[src/hw/rtl/canhex_pkg.sv]
// types, constants and control store of the frame-to-text encoder
package canhex_pkg;

    localparam int PC_W = 3;

    localparam logic [7:0] CHAR_EXT  = 8'h54;
    localparam logic [7:0] CHAR_STD  = 8'h74;
    localparam logic [7:0] CHAR_ZERO = 8'h30;
    localparam logic [7:0] CHAR_CR   = 8'h0D;
    localparam logic [3:0] LEN_MAX   = 4'd8;

    typedef enum logic [1:0] {
        SRC_TYPE,
        SRC_CHAN,
        SRC_HEX,
        SRC_CR
    } src_t;

    typedef enum logic [1:0] {
        LD_NONE,
        LD_ID,
        LD_LEN,
        LD_BYTE_TS
    } ld_t;

    typedef struct packed {
        src_t            src;
        ld_t             ld;
        logic            br;
        logic [PC_W-1:0] tgt_more;
        logic [PC_W-1:0] tgt_done;
        logic            fin;
    } ctl_t;

    localparam logic [PC_W-1:0] PC_TYPE  = 3'd0;
    localparam logic [PC_W-1:0] PC_CHAN  = 3'd1;
    localparam logic [PC_W-1:0] PC_ID    = 3'd2;
    localparam logic [PC_W-1:0] PC_LEN   = 3'd3;
    localparam logic [PC_W-1:0] PC_BYTES = 3'd4;
    localparam logic [PC_W-1:0] PC_TS    = 3'd5;
    localparam logic [PC_W-1:0] PC_CR    = 3'd6;

    function automatic ctl_t ucode(input logic [PC_W-1:0] pc);
        ctl_t c;
        case (pc)
            PC_TYPE:  c = '{SRC_TYPE, LD_NONE,    1'b0, PC_CHAN,  PC_CHAN,  1'b0};
            PC_CHAN:  c = '{SRC_CHAN, LD_ID,      1'b0, PC_ID,    PC_ID,    1'b0};
            PC_ID:    c = '{SRC_HEX,  LD_LEN,     1'b0, PC_LEN,   PC_LEN,   1'b0};
            PC_LEN:   c = '{SRC_HEX,  LD_BYTE_TS, 1'b1, PC_BYTES, PC_TS,    1'b0};
            PC_BYTES: c = '{SRC_HEX,  LD_BYTE_TS, 1'b1, PC_BYTES, PC_TS,    1'b0};
            PC_TS:    c = '{SRC_HEX,  LD_NONE,    1'b0, PC_CR,    PC_CR,    1'b0};
            PC_CR:    c = '{SRC_CR,   LD_NONE,    1'b0, PC_TYPE,  PC_TYPE,  1'b1};
            default:  c = '{SRC_CR,   LD_NONE,    1'b0, PC_TYPE,  PC_TYPE,  1'b1};
        endcase
        return c;
    endfunction

    function automatic logic [7:0] hex_char(input logic [3:0] nib);
        logic [7:0] c;
        if (nib < 4'd10)
        begin
            c = 8'h30 + {4'b0, nib};
        end
        else
        begin
            c = 8'h37 + {4'b0, nib};
        end
        return c;
    endfunction

endpackage

[src/hw/rtl/can_frame_to_ascii_hex_encoder_unit.sv]
// can frame to slcan text line encoder, microcoded sequencer
//
//  channel | dir | tdata                                   | tlast
//  s_      | in  | frame fields, 120 bits                  | -
//  m_      | out | text character, 8 bits                  | closing cr
//
//  a frame of n characters (11 to 32) leaves one character a cycle from the
//  step counter, the first one through the busy flag and then the output register
//  the input is ready again in the same cycle that the cr sits in the output register
//  a stalled output holds the step counter; reset clears control only
module can_frame_to_ascii_hex_encoder_unit
(
    input  logic         clk,
    input  logic         rst_n,
    input  logic         s_tvalid,
    output logic         s_tready,
    // channel[1:0], extended[2], ident[31:3], length[35:32], payload[99:36],
    // timestamp[115:100], zero[119:116]
    input  logic [119:0] s_tdata,
    output logic         m_tvalid,
    input  logic         m_tready,
    // text_char[7:0]
    output logic [7:0]   m_tdata,
    output logic         m_tlast
);

    localparam int PW = canhex_pkg::PC_W;

    logic            busy_reg, busy_next;
    logic [PW-1:0]   pc_reg, pc_next;
    logic [2:0]      cnt_reg, cnt_next;
    logic [3:0]      bidx_reg, bidx_next;
    logic [31:0]     sh_reg, sh_next;
    logic            ext_reg;
    logic [1:0]      chan_reg;
    logic [28:0]     id_reg;
    logic [3:0]      len_reg;
    logic [63:0]     pay_reg;
    logic [15:0]     ts_reg;
    logic            ov_reg, ov_next;
    logic [7:0]      oc_reg, oc_next;
    logic            ol_reg, ol_next;

    canhex_pkg::ctl_t ctl;
    logic             accept, step, rep, more;
    logic [7:0]       ch, byte_sel;
    logic [3:0]       in_len;

    assign ctl      = canhex_pkg::ucode(pc_reg);
    assign s_tready = !busy_reg;
    assign accept   = s_tvalid && !busy_reg;
    assign step     = busy_reg && (!ov_reg || m_tready);
    assign rep      = (ctl.src == canhex_pkg::SRC_HEX) && (cnt_reg != 3'd0);
    assign more     = bidx_reg != len_reg;
    assign byte_sel = 8'(pay_reg >> {bidx_reg[2:0], 3'b000});
    assign in_len   = (s_tdata[35:32] > canhex_pkg::LEN_MAX) ? canhex_pkg::LEN_MAX
                                                            : s_tdata[35:32];

    assign m_tvalid = ov_reg;
    assign m_tdata  = oc_reg;
    assign m_tlast  = ol_reg;

    always_comb
    begin
        case (ctl.src)
            canhex_pkg::SRC_TYPE: ch = ext_reg ? canhex_pkg::CHAR_EXT : canhex_pkg::CHAR_STD;
            canhex_pkg::SRC_CHAN: ch = canhex_pkg::CHAR_ZERO + {6'b0, chan_reg};
            canhex_pkg::SRC_HEX:  ch = canhex_pkg::hex_char(sh_reg[31:28]);
            canhex_pkg::SRC_CR:   ch = canhex_pkg::CHAR_CR;
            default:              ch = canhex_pkg::CHAR_CR;
        endcase
    end

    always_comb
    begin
        busy_next = busy_reg;
        pc_next   = pc_reg;
        cnt_next  = cnt_reg;
        bidx_next = bidx_reg;
        sh_next   = sh_reg;
        ov_next   = ov_reg;
        oc_next   = oc_reg;
        ol_next   = ol_reg;
        if (accept)
        begin
            busy_next = 1'b1;
            pc_next   = canhex_pkg::PC_TYPE;
            bidx_next = 4'd0;
        end
        if (ov_reg && m_tready)
        begin
            ov_next = 1'b0;
        end
        if (step)
        begin
            ov_next = 1'b1;
            oc_next = ch;
            ol_next = ctl.fin;
            if (rep)
            begin
                sh_next  = {sh_reg[27:0], 4'b0};
                cnt_next = cnt_reg - 3'd1;
            end
            else
            begin
                case (ctl.ld)
                    canhex_pkg::LD_ID:
                    begin
                        sh_next  = ext_reg ? {3'b0, id_reg} : {1'b0, id_reg[10:0], 20'b0};
                        cnt_next = ext_reg ? 3'd7 : 3'd2;
                    end
                    canhex_pkg::LD_LEN:
                    begin
                        sh_next  = {len_reg, 28'b0};
                        cnt_next = 3'd0;
                    end
                    canhex_pkg::LD_BYTE_TS:
                    begin
                        if (more)
                        begin
                            sh_next   = {byte_sel, 24'b0};
                            cnt_next  = 3'd1;
                            bidx_next = bidx_reg + 4'd1;
                        end
                        else
                        begin
                            sh_next  = {ts_reg, 16'b0};
                            cnt_next = 3'd3;
                        end
                    end
                    default:
                    begin
                        sh_next = sh_reg;
                    end
                endcase
                pc_next = (ctl.br && more) ? ctl.tgt_more : ctl.tgt_done;
                if (ctl.fin)
                begin
                    busy_next = 1'b0;
                end
            end
        end
    end

    always_ff @(posedge clk or negedge rst_n)
    begin
        if (!rst_n)
        begin
            busy_reg <= 1'b0;
            pc_reg   <= canhex_pkg::PC_TYPE;
            cnt_reg  <= 3'd0;
            bidx_reg <= 4'd0;
            ov_reg   <= 1'b0;
        end
        else
        begin
            busy_reg <= busy_next;
            pc_reg   <= pc_next;
            cnt_reg  <= cnt_next;
            bidx_reg <= bidx_next;
            ov_reg   <= ov_next;
        end
    end

    always_ff @(posedge clk)
    begin
        sh_reg <= sh_next;
        oc_reg <= oc_next;
        ol_reg <= ol_next;
        if (accept)
        begin
            chan_reg <= s_tdata[1:0];
            ext_reg  <= s_tdata[2];
            id_reg   <= s_tdata[31:3];
            len_reg  <= in_len;
            pay_reg  <= s_tdata[99:36];
            ts_reg   <= s_tdata[115:100];
        end
    end

endmodule

[config.mk]
export PLATFORM = sky130hd
export DESIGN_NAME = can_frame_to_ascii_hex_encoder_unit
export DESIGN_NICKNAME = d
export VERILOG_FILES = /design/src/hw/rtl/canhex_pkg.sv /design/src/hw/rtl/can_frame_to_ascii_hex_encoder_unit.sv
export SDC_FILE = /design/constraint.sdc
export NUM_CORES = 1
export LEC_CHECK = 0
export BUFFER_PORTS_ARGS = -buffer_cell sky130_fd_sc_hd__buf_2
export CORE_ASPECT_RATIO = 0.8
export CORE_MARGIN = 2
export CORE_UTILIZATION = 25
export DETAILED_ROUTE_END_ITERATION = 8
export GPL_TIMING_DRIVEN = 1
export SLEW_MARGIN = 20
export SYNTH_ARGS = -nofsm -noshare
export SYNTH_HDL_FRONTEND = slang
export SYNTH_SLANG_ARGS = --single-unit
[constraint.sdc]
create_clock -name clk -period 4.3 [get_ports clk]
set_input_delay 0.645 -clock clk [delete_from_list [all_inputs] [get_ports clk]]
set_output_delay 0.645 -clock clk [all_outputs]
set_load 0.005 [all_outputs]
Word level (Yosys, flattened, before mapping)
Cells that the tools add are included.
W data, S select, Z words.
{ "classes": {"add_sub_neg": 5, "n_mul": 0, "div_mod_pow": 0, "n_lt_le_gt_ge": 2, "n_eq_ne": 12, "shifts": 1, "mux": 27, "n_bitwise": 0, "n_reduce_logical": 15} }
{ "ops": {"columns": ["operator", "n"], "rows": [
  ["$pmux W32 S3", 1],
  ["$mux W32", 2],
  ["$shr A64 B6 Y8", 1],
  ["$pmux W12 S5", 1],
  ["$pmux W8 S4", 1],
  ["$mux W31", 1],
  ["$mux W4", 5],
  ["$mux W3", 6],
  ["$add A6 B4 Y7 const A", 2],
  ["$pmux W3 S3", 1],
  ["$eq A2 B2 Y1 const B", 4],
  ["$add A6 B2 Y7 const A", 1],
  ["$mux W7", 1],
  ["$eq A3 B2 Y1 const B", 2],
  ["$eq A3 B3 Y1 const B", 2],
  ["$mux W1", 6],
  ["$mux W6", 1],
  ["$logic_and A1 B1 Y1", 5],
  ["$add A4 B1 Y4 const B", 1],
  ["$eq A2 B1 Y1 const B", 2],
  ["$gt A4 B4 Y1 const B", 1],
  ["$lt A4 B4 Y1 const B", 1],
  ["$ne A4 B4 Y1", 1],
  ["$reduce_bool A4 Y1", 1],
  ["11 further kinds", 12]
]} }
{ "totals": {"reg_bits": 169, "latchBits": 0, "ram_bits": 0, "mem_bits_ro": 0, "in_bits": 124, "out_inout_bits": 11, "word_cells": 77, "memories": 0} }

Depth between registers and ports, before layout
{ "logic_depth": {"depth_word": 7, "ltp_mapped": 9, "ltp_nobuf": 7} }

Least setup slack after synthesis
Ideal clock, no wire load.
{ "synth_path": {"path_kind": "input port to flip-flop", "startpoint": "in s_tvalid", "endpoint": "reg pc_reg[2]", "setup_time_ns": 0.124, "arrival_time_ns": 3.474, "t_required_ns": 4.176, "slack_ns": 0.702, "cell_stages": 4, "n_path_buf": 0, "cell_sequence": "nand2_1 -> inv_1 -> mux2i_1 -> o2bb2ai_1"} }
{ "synth_via": {"elab_chain_cells": 4} }
{ "synth_lines": {"columns": ["element", "line", "rtl"], "rows": [
  ["start: declaration", "can_frame_to_ascii_hex_encoder_unit.sv:15", "input logic s_tvalid,"],
  ["$logic_and A1 B1 Y1 *", "can_frame_to_ascii_hex_encoder_unit.sv:51", "assign accept = s_tvalid && !busy_reg;"],
  ["via accept", "can_frame_to_ascii_hex_encoder_unit.sv:45", "logic accept, step, rep, more;"],
  ["$mux W3 *", "can_frame_to_ascii_hex_encoder_unit.sv:84", "if (accept)"],
  ["$mux W3", "can_frame_to_ascii_hex_encoder_unit.sv:99", "if (rep)"],
  ["$mux W3 *", "can_frame_to_ascii_hex_encoder_unit.sv:94", "if (step)"],
  ["via pc_next[2]", "can_frame_to_ascii_hex_encoder_unit.sv:30", "logic [PW-1:0] pc_reg, pc_next;"],
  ["end signal: assignment", "can_frame_to_ascii_hex_encoder_unit.sv:150", "pc_reg <= canhex_pkg::PC_TYPE;"],
  ["end signal: assignment", "can_frame_to_ascii_hex_encoder_unit.sv:158", "pc_reg <= pc_next;"],
  ["end: declaration", "can_frame_to_ascii_hex_encoder_unit.sv:30", null]
]} }
The timed path passes the listed nets; every way through them passes the cells marked *.
A chain may end at the register's enable or synchronous reset.

Final worst setup path
{ "layout_path": {"startpoint": "reg pc_reg[1]", "endpoint": "reg sh_reg[16], enable pin"} }
{ "layout_via": {"elab_chain_cells": 7, "word_cells_on_any_way": 15, "classes_between": "9 x eq/ne; 1 x mux; 5 x reduce/logical"} }
{ "layout_lines": {"columns": ["element", "line", "rtl"], "rows": [
  ["$eq A3 B3 Y1 or $eq A3 B2 Y1 (tied branches)", "canhex_pkg.sv:45", "case (pc)"],
  ["$reduce_or A2 Y1 (no source line)", null, null],
  ["$pmux W12 S5 *", "canhex_pkg.sv:45", null],
  ["$eq A2 B2 Y1", "can_frame_to_ascii_hex_encoder_unit.sv:53", "assign rep = (ctl.src == canhex_pkg::SRC_HEX) && (cnt_reg != 3'd0);"],
  ["$logic_and A1 B1 Y1", "can_frame_to_ascii_hex_encoder_unit.sv:53", null],
  ["$reduce_bool A4 Y1 (no source line) *", null, null],
  ["$reduce_and A2 Y1 (no source line) *", null, null],
  ["end signal: assignment", "can_frame_to_ascii_hex_encoder_unit.sv:167", "sh_reg <= sh_next;"],
  ["end: declaration", "can_frame_to_ascii_hex_encoder_unit.sv:33", "logic [31:0] sh_reg, sh_next;"]
]} }
Every way passes the cells marked *; elsewhere a longest branch is shown, timed or not.

==> out/summary.txt <==
Layout Nets - 686
TritonCTS buffer count - 17
top cell type's share of synthesized area - 66.5%
DR DRC count - 0
I/O pins - 135
Starting Density - 25.6%
multi-input combinational cell area - 1870 um2
vias after detailed routing - 4114
gpl congestion - 0.741
Flop pwr share - 43.1%
total of max-cap violations - 0
Slew headroom - 44.6%
Pleak - 3.14 nW
max reg flops - 64
share of cells above drive strength 1 - 33.3%
Root Driver - clkbuf_16
global-route wire length before repair - 23.9 mm
Die Ht - 154 um
vias in the first global route - 4136
Final Skew - 0.0102 ns
critical path capture point type - flop
Port Buffers - 129
initial antenna violation count - 11
Arr. time, crit path - 2.64 ns
Mapped Nets - 558
clock buffer depth - 2
register area - 4980 um2
net load switching power - 1.92 mW
cts hold-fix bufs - 0
Clk Latency, worst-skew pair - 0.43 ns
total power draw - 5.84 mW
final global-route overflow total - 0
Post-synth ARST share - 7.14%
Hold Crit Class - input pin to async pin
final antenna-violating net count - 0
outcome - completed
power share of the clock group - 26.9%
Syn Area/Cell - 16.4 um2
htree depth - 4
Total Die Area - 29500 um2
DR iter-0 viols - 306
count of final setup violators - 0
Net Sw Frac - 32.9%
Fillers - 2708
Syn Std Cell Area - 7040 um2
pin count of the biggest net entering global routing - 115
synthesis-to-layout area growth - 23.4%
Core Box Area - 27500 um2
dpl hpwl - 10.9 mm
startpoint types - flop
drt wl/cell - 16.8 um
EDFF count, synth - 156
RSZ-0062 raised after global routing - no
Yosys warnings - 0
achievable frequency - 393 MHz
pwr dens - 673 nW/um2
ys flop type - edfxtp_1
Least-Margin Pin Slew - 0.830 ns
synthesized instance count - 430
via density per instance - 4.38
fin crit period - 2.54 ns
Clock transition at path regs - 0.07 ns
Rows - 54
Yosys top cell by area - edfxtp_1
setup bufs post-CTS - 0
CP Class - flop to flop
TritonCTS clock tree - yes
Comb power frac - 29.9%
Final Hold Viols - 0
post-synthesis cell type count - 55
routed wire length - 15.8 mm
final setup TNS - 0 ns
Pint - 3.92 mW
Total Routing Usage GR - 11.1%
sequential fraction of the synthesis area - 70.8%
most common cell after layout, fill and taps aside - edfxtp_1
Pins Over Slew Limit - 0
worst vdd ir - 353 uV
Critical Path Fanout Max - 25
Clock Sinks - 168
Synth Register Bits - 168
fin crit share - 59.1%
die width - 192 um
worst endpoint required time - 4.39 ns
top cells by area, synth - edfxtp_1, mux4_1, dfrtp_1
most frequent cells in the layout - edfxtp_1, buf_2, nand3_1
TritonRoute pass-1 iters - 4
CTS resizes - 0
==> final timing paths <==
path	start	slack, ns	to	cells after the start
setup / recovery	pc_reg[1]$_DFF_PN0_	1.76	sh_reg[16]$_DFFE_PP_	5
hold / removal	rst_n	0.11	m_tvalid$_DFFE_PN0P_	1
setup reg to reg	pc_reg[1]$_DFF_PN0_	1.76	sh_reg[16]$_DFFE_PP_	5
hold reg to reg	bidx_reg[3]$_DFF_PN0_	0.52	bidx_reg[3]$_DFF_PN0_	1
max in group asynchronous	rst_n	3.93	cnt_reg[2]$_DFFE_PN0P_	1
min in group clk	s_tdata[6]	0.39	id_reg[3]$_DFFE_PP_	1
==> critical path, stage by stage (launching register included) <==
cell	delay (ns)
dfrtp_1	0.81
xnor2_1	0.28
a2bb2oi_1	0.21
nand2b_1	0.17
inv_1	0.32
buf_4	0.40
==> final cells by class <==
class | count | area share [%]
sequential | 168 | 57.4
antenna | 4 | 0.115
clock buffer | 18 | 4.94
clock inverter | 14 | 2.13
timing repair buffer | 134 | 8.01
tap | 364 | 5.24
multi-input combinational | 222 | 21.5
inverter | 15 | 0.677
==> synth_stat cells, types with 3 or more instances <==
cell / instances
nand2b_1: 6
and3_1: 3
mux4_1: 16
and2_1: 6
a32oi_1: 4
dfrtp_1: 12
a21oi_1: 14
a2bb2oi_1: 3
a22oi_1: 6
nor2_1: 16
nand2_1: 18
a221oi_1: 3
mux2_2: 15
inv_1: 15
nand3_1: 20
ha_1: 4
o22ai_1: 3
buf_4: 3
clkbuf_1: 9
a22o_1: 15
a221o_1: 3
mux2i_1: 8
o21ai_0: 9
edfxtp_1: 156
xnor2_1: 6
nor2b_1: 5
buf_2: 9
a31oi_1: 8
==> per-stage QoR <==
stage / utilization, % / worst slack (ns) / area, um2 / instances / hold slack [ns]
6_report: 31.6 / 1.76 / 8690 / 939 / 0.112
3_5_place_dp: 29.3 / 1.63 / 8060 / 903 / 0.510
5_1_grt: 31.6 / 1.55 / 8680 / 936 / 0.110
3_3_place_gp: 29.3 / 1.66 / 8060 / 903 / 0.494
2_1_floorplan: - / 0.702 / 7040 / 430 / 0.349
4_1_cts: 31.5 / 1.75 / 8680 / 935 / 0.101
==> power groups by stage <==
stage	Clock, mW	Combinational [mW]	Sequential [mW]
after detailed placement	0	1.77	2.55
after global routing	1.69	1.96	2.56
after CTS	1.63	1.78	2.52
after floorplan	0	1.37	2.46
after global placement	0	1.75	2.55
final	1.57	1.75	2.52
==> per-layer routing <==
layer,up-vias,track usage [%],routed length [um]
met5,-,0,92
met4,14,3.52,99
met3,20,4.93,1310
met2,137,15.8,7000
met1,1972,14.9,7310
li1,1971,-,-
==> cell families after synthesis <==
logic type	after synthesis	synth area share, %
AOI/OAI and AO/OA	81	8.35
muxes	39	9.51
DFF	168	70.8
other	1	0.0533
adders and majority gates	6	0.995
buffers and inverters	40	2.72
and+or+nand+nor	89	6.82
xor gates and xnor gates	6	0.746
(Power assumes the default switching activity.)
